<file path="config.mk">
export PLATFORM = sky130hd
export DESIGN_NAME = modulator_settings_codec
export DESIGN_NICKNAME = d
export VERILOG_FILES = /design/src/rtl/msc_pkg.sv /design/src/rtl/modulator_settings_codec.sv
export SDC_FILE = /design/constraint.sdc
export NUM_CORES = 1
export LEC_CHECK = 0
export ABC_AREA = 1
export BUFFER_PORTS_ARGS = -buffer_cell sky130_fd_sc_hd__buf_2
export CAP_MARGIN = 20
export CORE_AREA = 2 2 292 294
export CTS_BUF_LIST = sky130_fd_sc_hd__clkbuf_16
export DETAILED_ROUTE_END_ITERATION = 8
export DIE_AREA = 0 0 294 296
export HOLD_SLACK_MARGIN = 0.08
export PLACE_DENSITY = 0.42
export SLEW_MARGIN = 20
export SYNTH_ARGS = -nofsm -noshare
export SYNTH_HDL_FRONTEND = slang
export SYNTH_SLANG_ARGS = --single-unit
</file>
<file path="constraint.sdc">
create_clock -name clk -period 8.1 [get_ports clk]
set_clock_uncertainty 0.2 [all_clocks]
set_input_delay 0.81 -clock clk [delete_from_list [all_inputs] [get_ports clk]]
set_output_delay 0.81 -clock clk [all_outputs]
set_load 0.02 [all_outputs]
</file>
<file path="src/rtl/msc_pkg.sv">
// Package with shared types, constants and the band threshold table of the settings codec.
package msc_pkg;

    localparam logic [2:0] ATTR_OFFSET = 3'd0;
    localparam logic [2:0] ATTR_FREQ   = 3'd1;
    localparam logic [2:0] ATTR_GAIN   = 3'd2;
    localparam logic [2:0] ATTR_RATIO  = 3'd3;
    localparam logic [2:0] ATTR_PHASE  = 3'd4;

    localparam logic REQ_WRITE = 1'b0;
    localparam logic REQ_READ  = 1'b1;

    localparam logic STATUS_DONE = 1'b0;
    localparam logic STATUS_INVALID = 1'b1;

    localparam int NUM_REGS = 6;
    localparam int BAND_COUNT = 120;

    localparam logic [7:0] RESET_REG0 = 8'h2E;
    localparam logic [7:0] RESET_REG1 = 8'h84;
    localparam logic [7:0] RESET_REG2 = 8'h80;
    localparam logic [7:0] RESET_REG3 = 8'h80;
    localparam logic [7:0] RESET_REG4 = 8'h80;
    localparam logic [7:0] RESET_REG5 = 8'h10;

    localparam logic signed [63:0] POLY_C3 = -64'sd553;
    localparam logic signed [63:0] POLY_C2 = 64'sd198810;
    localparam logic signed [63:0] POLY_C1 = -64'sd26120002;
    localparam logic signed [63:0] POLY_C0 = 64'sd1319492809;

    localparam logic [20:0] KHZ_DIV = 21'd1000;

    typedef logic [2:0] reg_addr_t;

    function automatic logic [20:0] band_limit(input logic [6:0] idx);
        logic [20:0] lim;
        case (idx)
            7'd0: lim = 21'd1249100;   7'd1: lim = 21'd1248600;   7'd2: lim = 21'd1238100;
            7'd3: lim = 21'd1214100;   7'd4: lim = 21'd1191200;   7'd5: lim = 21'd1165600;
            7'd6: lim = 21'd1141000;   7'd7: lim = 21'd1120600;   7'd8: lim = 21'd1100500;
            7'd9: lim = 21'd1069500;   7'd10: lim = 21'd1039599;  7'd11: lim = 21'd1023100;
            7'd12: lim = 21'd1007100;  7'd13: lim = 21'd988300;   7'd14: lim = 21'd961800;
            7'd15: lim = 21'd941300;   7'd16: lim = 21'd921500;   7'd17: lim = 21'd895200;
            7'd18: lim = 21'd877600;   7'd19: lim = 21'd863600;   7'd20: lim = 21'd843200;
            7'd21: lim = 21'd826900;   7'd22: lim = 21'd807000;   7'd23: lim = 21'd792300;
            7'd24: lim = 21'd772200;   7'd25: lim = 21'd752700;   7'd26: lim = 21'd734000;
            7'd27: lim = 21'd724200;   7'd28: lim = 21'd704600;   7'd29: lim = 21'd688700;
            7'd30: lim = 21'd673200;   7'd31: lim = 21'd655200;   7'd32: lim = 21'd638100;
            7'd33: lim = 21'd624600;   7'd34: lim = 21'd611900;   7'd35: lim = 21'd598400;
            7'd36: lim = 21'd585100;   7'd37: lim = 21'd573900;   7'd38: lim = 21'd563100;
            7'd39: lim = 21'd548100;   7'd40: lim = 21'd538100;   7'd41: lim = 21'd529100;
            7'd42: lim = 21'd518500;   7'd43: lim = 21'd507000;   7'd44: lim = 21'd497700;
            7'd45: lim = 21'd488000;   7'd46: lim = 21'd471500;   7'd47: lim = 21'd457700;
            7'd48: lim = 21'd448700;   7'd49: lim = 21'd437400;   7'd50: lim = 21'd426600;
            7'd51: lim = 21'd417500;   7'd52: lim = 21'd407500;   7'd53: lim = 21'd398000;
            7'd54: lim = 21'd390100;   7'd55: lim = 21'd382800;   7'd56: lim = 21'd376600;
            7'd57: lim = 21'd369800;   7'd58: lim = 21'd353100;   7'd59: lim = 21'd339000;
            7'd60: lim = 21'd332600;   7'd61: lim = 21'd327200;   7'd62: lim = 21'd320600;
            7'd63: lim = 21'd313700;   7'd64: lim = 21'd309100;   7'd65: lim = 21'd304500;
            7'd66: lim = 21'd288100;   7'd67: lim = 21'd278300;   7'd68: lim = 21'd274200;
            7'd69: lim = 21'd270300;   7'd70: lim = 21'd266000;   7'd71: lim = 21'd261899;
            7'd72: lim = 21'd258200;   7'd73: lim = 21'd254100;   7'd74: lim = 21'd243600;
            7'd75: lim = 21'd233800;   7'd76: lim = 21'd230800;   7'd77: lim = 21'd228000;
            7'd78: lim = 21'd220200;   7'd79: lim = 21'd212600;   7'd80: lim = 21'd210000;
            7'd81: lim = 21'd207600;   7'd82: lim = 21'd202100;   7'd83: lim = 21'd196200;
            7'd84: lim = 21'd193700;   7'd85: lim = 21'd191200;   7'd86: lim = 21'd186600;
            7'd87: lim = 21'd182000;   7'd88: lim = 21'd179400;   7'd89: lim = 21'd176000;
            7'd90: lim = 21'd170100;   7'd91: lim = 21'd165000;   7'd92: lim = 21'd162500;
            7'd93: lim = 21'd160000;   7'd94: lim = 21'd156700;   7'd95: lim = 21'd153600;
            7'd96: lim = 21'd151100;   7'd97: lim = 21'd148600;   7'd98: lim = 21'd142500;
            7'd99: lim = 21'd139600;   7'd100: lim = 21'd136500;  7'd101: lim = 21'd134300;
            7'd102: lim = 21'd131200;  7'd103: lim = 21'd128100;  7'd104: lim = 21'd126000;
            7'd105: lim = 21'd123800;  7'd106: lim = 21'd121300;  7'd107: lim = 21'd118300;
            7'd108: lim = 21'd115700;  7'd109: lim = 21'd113500;  7'd110: lim = 21'd111300;
            7'd111: lim = 21'd109500;  7'd112: lim = 21'd107600;  7'd113: lim = 21'd105600;
            7'd114: lim = 21'd103000;  7'd115: lim = 21'd100300;  7'd116: lim = 21'd98500;
            7'd117: lim = 21'd96600;   7'd118: lim = 21'd94700;   7'd119: lim = 21'd93000;
            default: lim = 21'd0;
        endcase
        return lim;
    endfunction

endpackage

</file>
<file path="src/rtl/modulator_settings_codec.sv">
// Top level of the quadrature modulator settings codec.
//
//  channel  | direction | handshake        | payload
//  request  | in        | in_valid/in_stall   | req_type, attribute, channel, value
//  result   | out       | out_valid/out_stall | status, read_value, frame_*, last
//
// A frequency read steps the cubic in Horner form modulo 2^32 on one shared 32x7
// multiplier; a phase write gives two results, the second one for register 0.
// A frequency write walks the band table with one shared compare, one threshold per cycle,
// testing the value against each threshold scaled to hertz until a hit or the table's end.
// Reset loads the register image with its defaults at once.
// The request side is stalled until the last result of a request has been taken,
// so a stall on the result side also holds off the next request.
module modulator_settings_codec
(
    input  logic        clk,
    input  logic        rst_n,
    input  logic        in_valid,
    output logic        in_stall,
    input  logic        req_type,
    input  logic [2:0]  attribute,
    input  logic        channel,
    input  logic signed [31:0] value,
    output logic        out_valid,
    input  logic        out_stall,
    output logic        status,
    output logic signed [31:0] read_value,
    output logic        frame_valid,
    output logic [7:0]  frame_cmd,
    output logic [7:0]  frame_data,
    output logic        last
);
    import msc_pkg::*;

    typedef enum logic [6:0] {
        ST_IDLE  = 7'b000_0001,
        ST_DEC   = 7'b000_0010,
        ST_BAND  = 7'b000_0100,
        ST_MUL   = 7'b000_1000,
        ST_ADD   = 7'b001_0000,
        ST_OUT   = 7'b010_0000,
        ST_OUT2  = 7'b100_0000
    } state_t;

    state_t state_reg, state_next;
    logic [7:0] img_reg [NUM_REGS];
    logic        rd_reg;
    logic [2:0]  attr_reg;
    logic        ch_reg;
    logic signed [31:0] val_reg;
    logic [6:0]  idx_reg;
    logic [1:0]  step_reg;
    logic [31:0] acc_reg;
    logic        o_status_reg, o_fv_reg, o_last_reg;
    logic signed [31:0] o_rv_reg;
    logic [7:0]  o_cmd_reg, o_data_reg;
    logic [7:0]  r0_pend_reg;

    logic signed [31:0] v;
    logic [6:0] t;
    logic [31:0] prod;
    logic [31:0] coef;
    logic [20:0] lim;
    logic [31:0] lim_hz;
    logic        band_hit;

    assign v = val_reg;
    assign t = img_reg[0][6:0];
    assign lim = band_limit(idx_reg);
    assign lim_hz = ({11'd0, lim} + 32'd1) * {11'd0, KHZ_DIV};
    assign band_hit = ($unsigned(v) >= lim_hz);
    assign prod = acc_reg * {25'd0, t};

    always_comb
    begin
        case (step_reg)
            2'd0: coef = POLY_C2[31:0];
            2'd1: coef = POLY_C1[31:0];
            default: coef = POLY_C0[31:0];
        endcase
    end

    assign in_stall = (state_reg != ST_IDLE);
    assign out_valid = (state_reg == ST_OUT) || (state_reg == ST_OUT2);
    assign status = o_status_reg;
    assign read_value = o_rv_reg;
    assign frame_valid = o_fv_reg;
    assign frame_cmd = o_cmd_reg;
    assign frame_data = o_data_reg;
    assign last = o_last_reg;

    always_comb
    begin
        state_next = state_reg;
        case (state_reg)
            ST_IDLE: if (in_valid) state_next = ST_DEC;
            ST_DEC: if (!rd_reg && attr_reg == ATTR_FREQ && v >= 30000000 && v <= 1300000000)
                    state_next = ST_BAND;
                else if (rd_reg && attr_reg == ATTR_FREQ)
                    state_next = ST_MUL;
                else
                    state_next = ST_OUT;
            ST_BAND: if (band_hit || idx_reg == 7'(BAND_COUNT - 1)) state_next = ST_OUT;
            ST_MUL: if (step_reg == 2'd2) state_next = ST_ADD;
            ST_ADD: state_next = ST_OUT;
            ST_OUT: if (!out_stall) state_next = o_last_reg ? ST_IDLE : ST_OUT2;
            ST_OUT2: if (!out_stall) state_next = ST_IDLE;
            default: state_next = ST_IDLE;
        endcase
    end

    always_ff @(posedge clk or negedge rst_n)
    begin
        if (!rst_n)
        begin
            state_reg <= ST_IDLE;
            img_reg[0] <= RESET_REG0;
            img_reg[1] <= RESET_REG1;
            img_reg[2] <= RESET_REG2;
            img_reg[3] <= RESET_REG3;
            img_reg[4] <= RESET_REG4;
            img_reg[5] <= RESET_REG5;
        end
        else
        begin
            state_reg <= state_next;
            if (state_reg == ST_OUT && !out_stall && o_fv_reg)
                img_reg[o_cmd_reg[3:1]] <= o_data_reg;
            if (state_reg == ST_OUT2 && !out_stall)
                img_reg[o_cmd_reg[3:1]] <= o_data_reg;
        end
    end

    always_ff @(posedge clk)
    begin
        case (state_reg)
            ST_IDLE:
            begin
                rd_reg <= req_type;
                attr_reg <= attribute;
                ch_reg <= channel;
                val_reg <= value;
            end
            ST_DEC:
            begin
                o_status_reg <= STATUS_DONE;
                o_rv_reg <= '0;
                o_fv_reg <= 1'b0;
                o_cmd_reg <= '0;
                o_data_reg <= '0;
                o_last_reg <= 1'b1;
                idx_reg <= '0;
                step_reg <= '0;
                acc_reg <= POLY_C3[31:0];
                if (rd_reg == REQ_READ)
                begin
                    case (attr_reg)
                        ATTR_OFFSET: o_rv_reg <= 32'(img_reg[{2'd1, ch_reg}]) - 32'd128;
                        ATTR_FREQ: ;
                        ATTR_GAIN: o_rv_reg <= -32'(img_reg[1][4:0]);
                        ATTR_RATIO: o_rv_reg <= 32'(img_reg[4]) - 32'd128;
                        ATTR_PHASE: o_rv_reg <= 32'(img_reg[5][4:0]) - 32'd16
                            + (img_reg[0][7] ? 32'(img_reg[5][7:5]) << 5
                                             : -(32'(img_reg[5][7:5]) << 5));
                        default: o_status_reg <= STATUS_INVALID;
                    endcase
                end
                else
                begin
                    case (attr_reg)
                        ATTR_OFFSET:
                            if (v < -127 || v > 127) o_status_reg <= STATUS_INVALID;
                            else
                            begin
                                o_fv_reg <= 1'b1;
                                o_cmd_reg <= {4'd0, 2'd1, ch_reg, 1'b0};
                                o_data_reg <= v[7:0] + 8'd128;
                            end
                        ATTR_FREQ:
                            if (v < 30000000 || v > 1300000000) o_status_reg <= STATUS_INVALID;
                        ATTR_GAIN:
                            if (v > 0) o_status_reg <= STATUS_INVALID;
                            else
                            begin
                                o_fv_reg <= 1'b1;
                                o_cmd_reg <= 8'd2;
                                o_data_reg <= {img_reg[1][7:5],
                                    (v < -19) ? 5'd19 : 5'(-v)};
                            end
                        ATTR_RATIO:
                            if (v < -127 || v > 127) o_status_reg <= STATUS_INVALID;
                            else
                            begin
                                o_fv_reg <= 1'b1;
                                o_cmd_reg <= 8'd8;
                                o_data_reg <= v[7:0] ^ 8'h80;
                            end
                        ATTR_PHASE:
                            if (v < -240 || v > 239) o_status_reg <= STATUS_INVALID;
                            else
                            begin
                                o_fv_reg <= 1'b1;
                                o_last_reg <= 1'b0;
                                o_cmd_reg <= 8'd10;
                                o_data_reg <= {(v > 0) ? 3'(10'(v + 16) >> 5)
                                                       : 3'(10'(15 - v) >> 5),
                                               v[4:0] ^ 5'h10};
                                r0_pend_reg <= {(v >= -16), img_reg[0][6:0]};
                            end
                        default: o_status_reg <= STATUS_INVALID;
                    endcase
                end
            end
            ST_BAND:
            begin
                idx_reg <= idx_reg + 7'd1;
                if (band_hit || idx_reg == 7'(BAND_COUNT - 1))
                begin
                    o_fv_reg <= 1'b1;
                    o_cmd_reg <= 8'd0;
                    o_data_reg <= {img_reg[0][7],
                        band_hit ? idx_reg + 7'd1 : 7'(BAND_COUNT + 1)};
                end
            end
            ST_MUL:
            begin
                acc_reg <= prod + coef;
                step_reg <= step_reg + 2'd1;
            end
            ST_ADD: o_rv_reg <= acc_reg;
            ST_OUT:
                if (!out_stall && !o_last_reg)
                begin
                    o_cmd_reg <= 8'd0;
                    o_data_reg <= r0_pend_reg;
                    o_last_reg <= 1'b1;
                end
            default: ;
        endcase
    end

    assert property (@(posedge clk) disable iff (!rst_n)
        out_valid |-> !(in_valid && !in_stall))
        else $error("request accepted while a result is pending");
    assert property (@(posedge clk) disable iff (!rst_n)
        (out_valid && status) |-> (last && !frame_valid))
        else $error("invalid result carries a frame");
    assert property (@(posedge clk) disable iff (!rst_n)
        (out_valid && frame_valid) |-> (frame_cmd[0] == 1'b0 && read_value == 0))
        else $error("frame result malformed");
    assert property (@(posedge clk) disable iff (!rst_n)
        $onehot(state_reg))
        else $error("state not one-hot");
endmodule

</file>
==> run summary, run 1 <==
Die area -> 0.0870 mm^2
Post-synthesis sequential area ratio -> 23.8%
Die Y -> 296 um
IO buf count -> 88
Clock buffer depth -> 3
Clk Latency, worst-skew pair -> 590 ps
CTS tree -> yes
DP Wirelength -> 62.3 mm
Synth cell types -> 64
Number of synthesized flops with an enable pin -> 132
Worst R2R Start -> lim[4]$_DFF_P_
Most frequent CP cell -> inv_1
Grt ovf -> 0
Warnings from Yosys -> 0
Final hold violation count -> 0
Most common cell after layout, fill and taps aside -> nand2_1
Antenna cells -> 0
Crit path max-delay cell type -> fa_1
Synth Register Bits -> 207
RSZ-0062 raised after global routing -> false
GRT Overall Usage -> 18.5%
Critical path capture point type -> flop
Max-slew headroom -> 38.1%
Number of nets with antenna violations after routing -> 0
Highest-count cells in the layout ignoring fill and taps -> nand2_1, inv_1, nor2_1, fa_1, nand3_1
Clock transition at path regs -> 60 ps
Average cell area after synthesis -> 7.42 um^2
Final #Nets -> 3738
Dominant cells by area after synthesis -> fa_1, edfxtp_1, nand2_1
R2r worst-path depth -> 35
Clk root buf -> clkbuf_16
Max reg flops -> 48
Final setup violating endpoints -> 0
Drt total wl -> 80.5 mm
H-tree depth -> 1
Crit path kind -> flop to flop
CP peak stage delay -> 510 ps
Hold Path Class -> primary input to asynchronous set/reset pin
Most used DFF post-synth -> edfxtp_1
Critical path destination -> frame_data[3]$_DFFE_PP_
# DRC -> 0
Reg2Reg Setup Slack -> 820 ps
First-pass GRT wire length -> 125 mm
Vias -> 20900
Crit path max fanout -> 11
Starting Density -> 28.7%
Fillers -> 9115
Io pins -> 94
Gpl congestion -> 0.884
Clock Sinks -> 207
Core box area -> 0.0842 mm^2
Worst EP required -> 8240 ps
Cts hold-fix bufs -> 0
Synth Cell Area -> 0.0242 mm^2
Final core occ -> 31.7%
Status -> complete, no violations
Final hold slack -> 178 ps
RR Endpoint -> frame_data[3]$_DFFE_PP_
Share of layout cells above drive strength 1 -> 7.22%
CP Data Arrival Time -> 7430 ps
Asr flop ratio synth -> 26.6%
Vias in the first global route -> 21200
Floorplan row count -> 107
Die width -> 294 um
Pre-antenna DRT Iters -> 5
Largest net degree at the start of global routing -> 64
Final slew viol count -> 0
Top cell type by total area after synthesis -> fa_1
Worst Setup SP -> lim[4]$_DFF_P_
Post-Synthesis Cells -> 3258
Max cap viols -> 0
Max Freq -> 137 MHz
CP Launch Type -> flop
Final Critical Period -> 7280 ps
Initial antenna violation count -> 0
Syn-to-layout area delta -> 10.4%
TNS Setup -> 0 ps
Slew of the pin with the lowest slew margin -> 922 ps
Crit share post-route -> 89.9%
Post-synth top area share -> 18.1%
DRT iter0 DRCs -> 1395
Per-cell routed wire length -> 18.2 um
Detailed-route vias per instance -> 4.74
Total CTS buffers -> 28
how the worst min path moves through the flow:
stage / to / slack, ps / cells past startpoint
floorplan: r0_pend_reg[0]$_DFFE_PP_ / 220 / 0
global placement: img_reg[27]$_DFF_PN0_ / 290 / 2
detailed placement: img_reg[30]$_DFF_PN0_ / 290 / 2
CTS: v[12]$_DFFE_PP_ / 160 / 1
global route: v[28]$_DFFE_PP_ / 170 / 1
finish: state_reg[3]$_DFFE_PN0P_ / 180 / 2
cell usage after synthesis, types with 3 or more instances:
master and count:
nand2_1 893, inv_1 602, nor2_1 234, fa_1 219
nand3_1 212, a21oi_1 191, ha_1 175, edfxtp_1 132
o21ai_0 129, dfrtp_1 44, xor2_1 40, clkbuf_1 37
nor3_1 37, nand4_1 35, xnor2_1 25, buf_2 22
dfxtp_1 20, clkbuf_2 17, buf_4 15, or2_2 14
nand2_2 12, a21o_1 11, buf_1 11, dfstp_2 11
inv_2 8, o21a_1 8, o21ai_1 8, a31oi_1 7
nor4_1 7, o211ai_1 7, a21oi_4 6, a22o_1 6
o21bai_1 6, a211oi_1 5, buf_6 5, nand3b_1 4
nor2_4 4, a21boi_0 3, nor2_2 3
worst max-delay path: cells and delay by family (launching register included):
kind            cells  cell delay [ps]
compound gates      6              990
xor+xnor            1              140
fa+ha+maj           6             2680
buf+inv             8              720
flops               1              340
simple gates       14             1960
layer usage:
layer	wire [um]	global-route usage (%)	vias up
met5	0	0	-
met4	2130	5.08	0
met3	3170	2.05	112
met2	36700	30.3	493
met1	38500	25.8	10000
li1	-	-	10300
layout make-up:
cell class | count | area, um^2 | area share (%)
Inverter | 612 | 2300 | 8.62
Multi-Input combinational cell | 2336 | 15600 | 58.5
Clock inverter | 24 | 267 | 0.999
Clock buffer | 28 | 701 | 2.63
Timing Repair Buffer | 118 | 677 | 2.54
Sequential cell | 207 | 5760 | 21.6
Tap cell | 1090 | 1360 | 5.11
kinds of logic after synthesis:
family,after synthesis,synth area share (%)
and+or+nand+nor,1469,25.4
xor gates and xnor gates,65,2.36
other,1,0.0155
DFF,207,23.8
buffers and inverters,719,11.8
adders and majority gates,394,27.2
AOI/OAI and AO/OA,403,9.42
repair_timing:
action | CTS | global route
gates resized for setup | 0 | 9
setup buffers | 0 | 1
setup endpoints to repair | 0 | 23
stage by stage:
step           instances  area, um^2  setup slack [ps]
3_3_place_gp        4361       25700               503
3_5_place_dp        4361       25700               372
2_1_floorplan       3262       24200               578
6_report            4415       26700               816
4_1_cts             4413       26600               372
5_1_grt             4415       26700              26.0
Power of run 1 is left out: the tool's default activity adds up to more than one toggle a clock period on the data nets, which glitch-free logic cannot reach.
==> inputs of run 2 (changes only) <==
--- a/config.mk
+++ b/config.mk
@@ -8,12 +8,15 @@
 export ABC_AREA = 1
 export BUFFER_PORTS_ARGS = -buffer_cell sky130_fd_sc_hd__buf_2
 export CAP_MARGIN = 20
+export CELL_PAD_IN_SITES_DETAIL_PLACEMENT = 1
+export CELL_PAD_IN_SITES_GLOBAL_PLACEMENT = 1
 export CORE_AREA = 2 2 292 294
 export CTS_BUF_LIST = sky130_fd_sc_hd__clkbuf_16
 export DETAILED_ROUTE_END_ITERATION = 8
 export DIE_AREA = 0 0 294 296
+export GPL_ROUTABILITY_DRIVEN = 1
 export HOLD_SLACK_MARGIN = 0.08
-export PLACE_DENSITY = 0.42
+export PLACE_DENSITY = 0.53
 export SLEW_MARGIN = 20
 export SYNTH_ARGS = -nofsm -noshare
 export SYNTH_HDL_FRONTEND = slang
==> run 2 against run 1 <==
Global-route usage rose by 2.1 points. Cell count hardly changed. Routed wire length rose by 10%. First-iteration DRC count is 15% lower. Flip-flop and latch count did not move. Core utilization up 0.055 points. Sequential share of layout area hardly changed. Non-clock buffer count up 1. Count of clock-buffer cells in the layout increased by 5. Maximum frequency shrank 1.3%.
==> run summary, run 2 (synthesis results as in run 1) <==
Status -> complete, no violations
Clock Sinks -> 207
Max-slew headroom -> 36.5%
Highest-count cells in the layout ignoring fill and taps -> nand2_1, inv_1, nor2_1, fa_1, nand3_1
Hold Path Class -> primary input to asynchronous set/reset pin
Placed insts -> 4359
Worst EP required -> 8180 ps
Clk root buf -> clkbuf_16
Share of layout cells above drive strength 1 -> 7.81%
RSZ-0062 raised after global routing -> false
Crit path max-delay cell type -> fa_1
Floorplan row count -> 107
Crit path kind -> flop to flop
Worst Slack Setup Final -> 717 ps
Final slew viol count -> 0
Clock buffer depth -> 3
Vias -> 21600
Final #Nets -> 3740
Per-cell routed wire length -> 20.1 um
Final std cells w/o fill -> 4419
Core box area -> 0.0842 mm^2
Slew of the pin with the lowest slew margin -> 953 ps
Detailed-route vias per instance -> 4.88
Max Freq -> 135 MHz
Gpl congestion -> 0.884
Critical path capture point type -> flop
Io pins -> 94
CP Launch Type -> flop
IO buf count -> 88
Number of nets with antenna violations after routing -> 0
CP peak stage delay -> 550 ps
# DRC -> 0
Syn-to-layout area delta -> 10.6%
Vias in the first global route -> 23500
GRT Overall Usage -> 20.6%
Most common cell after layout, fill and taps aside -> nand2_1
Crit path max fanout -> 6
Initial antenna violation count -> 1
Die Y -> 296 um
Die width -> 294 um
Clock transition at path regs -> 60 ps
TNS Setup -> 0 ps
Die area -> 0.0870 mm^2
DRT iter0 DRCs -> 1181
Max cap viols -> 0
Post-Place Setup Slack -> -13.9 ps
H-tree depth -> 1
Largest net degree at the start of global routing -> 67
Most frequent CP cell -> inv_1
Drt total wl -> 88.9 mm
Final Critical Period -> 7380 ps
Final setup violating endpoints -> 0
CP Data Arrival Time -> 7460 ps
Total CTS buffers -> 29
Grt ovf -> 0
Final hold violation count -> 0
Final hold slack -> 158 ps
Clk Latency, worst-skew pair -> 610 ps
Crit share post-route -> 91.1%
Max reg flops -> 48
Pre-antenna DRT Iters -> 5
Starting Density -> 28.7%
First-pass GRT wire length -> 139 mm
DP Wirelength -> 70.0 mm
CTS tree -> yes
[run 2: changes by cell type in the layout (fill, tap and decap cells not counted), sizes merged]
cell and delta:
buf +1, bufinv -5, clkbuf +5, clkinv -3, clkinvlp -1, diode +1, inv +6
[run 2: cell type report]
type	instances	area, um^2
Antenna cell	1	2.50
Fill cell	10300	57500
Multi-Input combinational cell	2336	15700
Inverter	612	2300
Clock buffer	33	826
Tap cell	1090	1360
Timing Repair Buffer	119	678
Sequential cell	207	5760
Clock inverter	21	110
[run 2: per-stage QoR]
| stage | cell area [um^2] | utilization [%] |
|---|---|---|
| after global routing | 26700 | 31.7 |
| final | 26700 | 31.7 |
| after floorplan | 24200 | - |
| after detailed placement | 25600 | 30.4 |
| after CTS | 26600 | 31.6 |
| after global placement | 25600 | 30.4 |
[run 2: repair_timing]
item,4_1_cts,5_1_grt
buffers inserted,0,3
resized for setup,2,27
setup endpoints to repair,8,24
gates cloned,0,1
pin swaps,0,2
hold buffers,0,0
[run 2: worst paths after layout]
kind | to | start | slack, ps | cells after the start
hold / removal | img_reg[25]$_DFF_PN0_ | rst_n | 160 | 2
setup / recovery | frame_cmd[1]$_SDFFCE_PP0P_ | lim[2]$_DFF_P_ | 720 | 35
max in group asynchronous | img_reg[46]$_DFF_PN0_ | rst_n | 6950 | 2
min in group clk | v[25]$_DFFE_PP_ | value[25] | 170 | 1
setup reg to reg | frame_cmd[1]$_SDFFCE_PP0P_ | lim[2]$_DFF_P_ | 720 | 35
hold reg to reg | img_reg[24]$_DFF_PN0_ | img_reg[24]$_DFF_PN0_ | 310 | 2
[run 2: routing by layer]
| layer | global-route usage [%] | vias to the layer above | part of all wire (%) |
|---|---|---|---|
| met5 | 0 | - | 0 |
| met2 | 34.8 | 448 | 47 |
| li1 | - | 10300 | - |
| met1 | 28.0 | 10700 | 46 |
| met3 | 1.77 | 125 | 3.5 |
| met4 | 6.37 | 0 | 3.1 |
[run 2: worst max-delay path: cells and delay by family, from the launching register on]
kind | cells | cell delay [ps]
AO/OA/AOI/OAI | 1 | 120
adder cells (fa/ha/maj) | 7 | 2920
AND/OR/NAND/NOR | 16 | 2160
flip-flops | 1 | 400
buffers and inverters | 9 | 850
XOR/XNOR | 2 | 430
Power of run 2 is left out for the same reason.
==> inputs of run 3 (changes only) <==
--- a/config.mk
+++ b/config.mk
@@ -10,13 +10,12 @@
 export CAP_MARGIN = 20
 export CELL_PAD_IN_SITES_DETAIL_PLACEMENT = 1
 export CELL_PAD_IN_SITES_GLOBAL_PLACEMENT = 1
-export CORE_AREA = 2 2 292 294
+export CORE_AREA = 2 2 376 229
 export CTS_BUF_LIST = sky130_fd_sc_hd__clkbuf_16
 export DETAILED_ROUTE_END_ITERATION = 8
-export DIE_AREA = 0 0 294 296
+export DIE_AREA = 0 0 378 231
 export GPL_ROUTABILITY_DRIVEN = 1
-export HOLD_SLACK_MARGIN = 0.08
-export PLACE_DENSITY = 0.53
+export PLACE_DENSITY = 0.55
 export SLEW_MARGIN = 20
 export SYNTH_ARGS = -nofsm -noshare
 export SYNTH_HDL_FRONTEND = slang
==> run 3 against run 2 <==
Final area is 0.15% lower. Hold slack lost 5.5 ps. Routed wire length grew 6.9%. Via count fell by 0.69%. Cell count increased by 1.2%. Core utilization fell by 0.090 points. Sequential share of layout area is essentially flat. Maximum frequency down 1.5%. Non-clock buffer count stayed put. Register-to-register slack lost 110 ps. Flip-flop and latch count is the same. First-iteration DRC count grew 50%. Critical path type unchanged.
==> run summary, run 3 (synthesis results as in run 1) <==
Status -> complete, no violations
Final slew viol count -> 0
Max cap viols -> 0
Critical path capture point type -> flop
Final setup violating endpoints -> 0
IO buf count -> 88
Worst Slack Setup Final -> 605 ps
Core box area -> 0.0843 mm^2
Final Critical Period -> 7500 ps
Max-slew headroom -> 35.7%
TNS Setup -> 0 ps
# DRC -> 0
Floorplan row count -> 83
Die Y -> 231 um
Cts hold-fix bufs -> 0
Final #Nets -> 3738
RSZ-0062 raised after global routing -> false
Max Freq -> 133 MHz
Final hold violation count -> 0
Vias in the first global route -> 21800
Largest net degree at the start of global routing -> 64
Pre-antenna DRT Iters -> 5
Post-CTS setup buffers -> 0
Crit path max fanout -> 11
Antenna cells -> 0
Io pins -> 94
R2r worst-path depth -> 33
Worst R2R Start -> lim[1]$_DFF_P_
Max reg flops -> 48
Clock Sinks -> 207
Total CTS buffers -> 27
Number of nets with antenna violations after routing -> 0
CP peak stage delay -> 530 ps
H-tree depth -> 1
Clock buffer depth -> 3
Instance count on the critical path -> 33
CTS resizes -> 0
Hold Path Class -> primary input to asynchronous set/reset pin
Detailed-route vias per instance -> 4.79
DP Wirelength -> 76.0 mm
Per-cell routed wire length -> 21.2 um
Grt ovf -> 0
Starting Density -> 28.7%
CP bufs+invs -> 8
CP Launch Type -> flop
Die area -> 0.0873 mm^2
Clock transition at path regs -> 60 ps
Gpl congestion -> 0.860
Most common cell after layout, fill and taps aside -> nand2_1
Crit share post-route -> 92.5%
Crit-path leading delay family -> adder cells
Crit path max-delay cell type -> fa_1
First-pass GRT wire length -> 144 mm
Share of layout cells above drive strength 1 -> 7.40%
Vias -> 21400
DRT iter0 DRCs -> 1775
CTS tree -> yes
Most frequent CP cell -> inv_1
Initial antenna violation count -> 2
CP Data Arrival Time -> 7610 ps
Crit path kind -> flop to flop
Syn-to-layout area delta -> 10.4%
FF+latch area -> 0.00576 mm^2
Multi-input logic area -> 0.0156 mm^2
M3 GR Usage -> 6.10%
GR peak layer -> met1
Clk Latency, worst-skew pair -> 610 ps
Die width -> 378 um
Post-Place Setup Slack -> 143 ps
GRT met2 Usage -> 25.3%
Fillers -> 10400
Worst EP required -> 8220 ps
Worst Setup SP -> lim[1]$_DFF_P_
Slew of the pin with the lowest slew margin -> 964 ps
Met1 usage -> 38.0%
GRT Overall Usage -> 21.9%
Drt total wl -> 95.0 mm
Clk root buf -> clkbuf_16
Highest-count cells in the layout ignoring fill and taps -> nand2_1, inv_1, nor2_1, fa_1, nand3_1
run 3: layout make-up:
type / count / share of cell area (%)
multi-input combinational: 2336 / 58.6
clock inverter: 21 / 0.563
clock buffer: 29 / 2.72
timing repair buffer: 119 / 2.54
inverter: 612 / 8.62
tap: 1147 / 5.38
sequential: 207 / 21.6
run 3: final timing paths:
check | end | slack, ps
setup / recovery | frame_data[7]$_DFFE_PP_ | 600
hold / removal | img_reg[27]$_DFF_PN0_ | 150
setup reg to reg | frame_data[7]$_DFFE_PP_ | 600
hold reg to reg | r0_pend_reg[6]$_DFFE_PP_ | 260
max in group asynchronous | state_reg[4]$_DFFE_PN0P_ | 7020
min in group clk | v[22]$_DFFE_PP_ | 170
run 3: through the flow:
step	hold slack, ps	area [um^2]	std cells	utilization (%)
floorplan	223	24200	3262	-
global placement	234	25700	4421	30.5
detailed placement	249	25700	4421	30.5
CTS	136	26600	4471	31.6
global route	143	26700	4471	31.6
finish	153	26700	4471	31.6
run 3: layer usage:
metal	vias to the layer above	routed length, um
met3	62	8400
met1	10500	53700
met5	-	18
met2	568	31700
met4	2	1180
li1	10300	-
Power of run 3 is left out for the same reason.
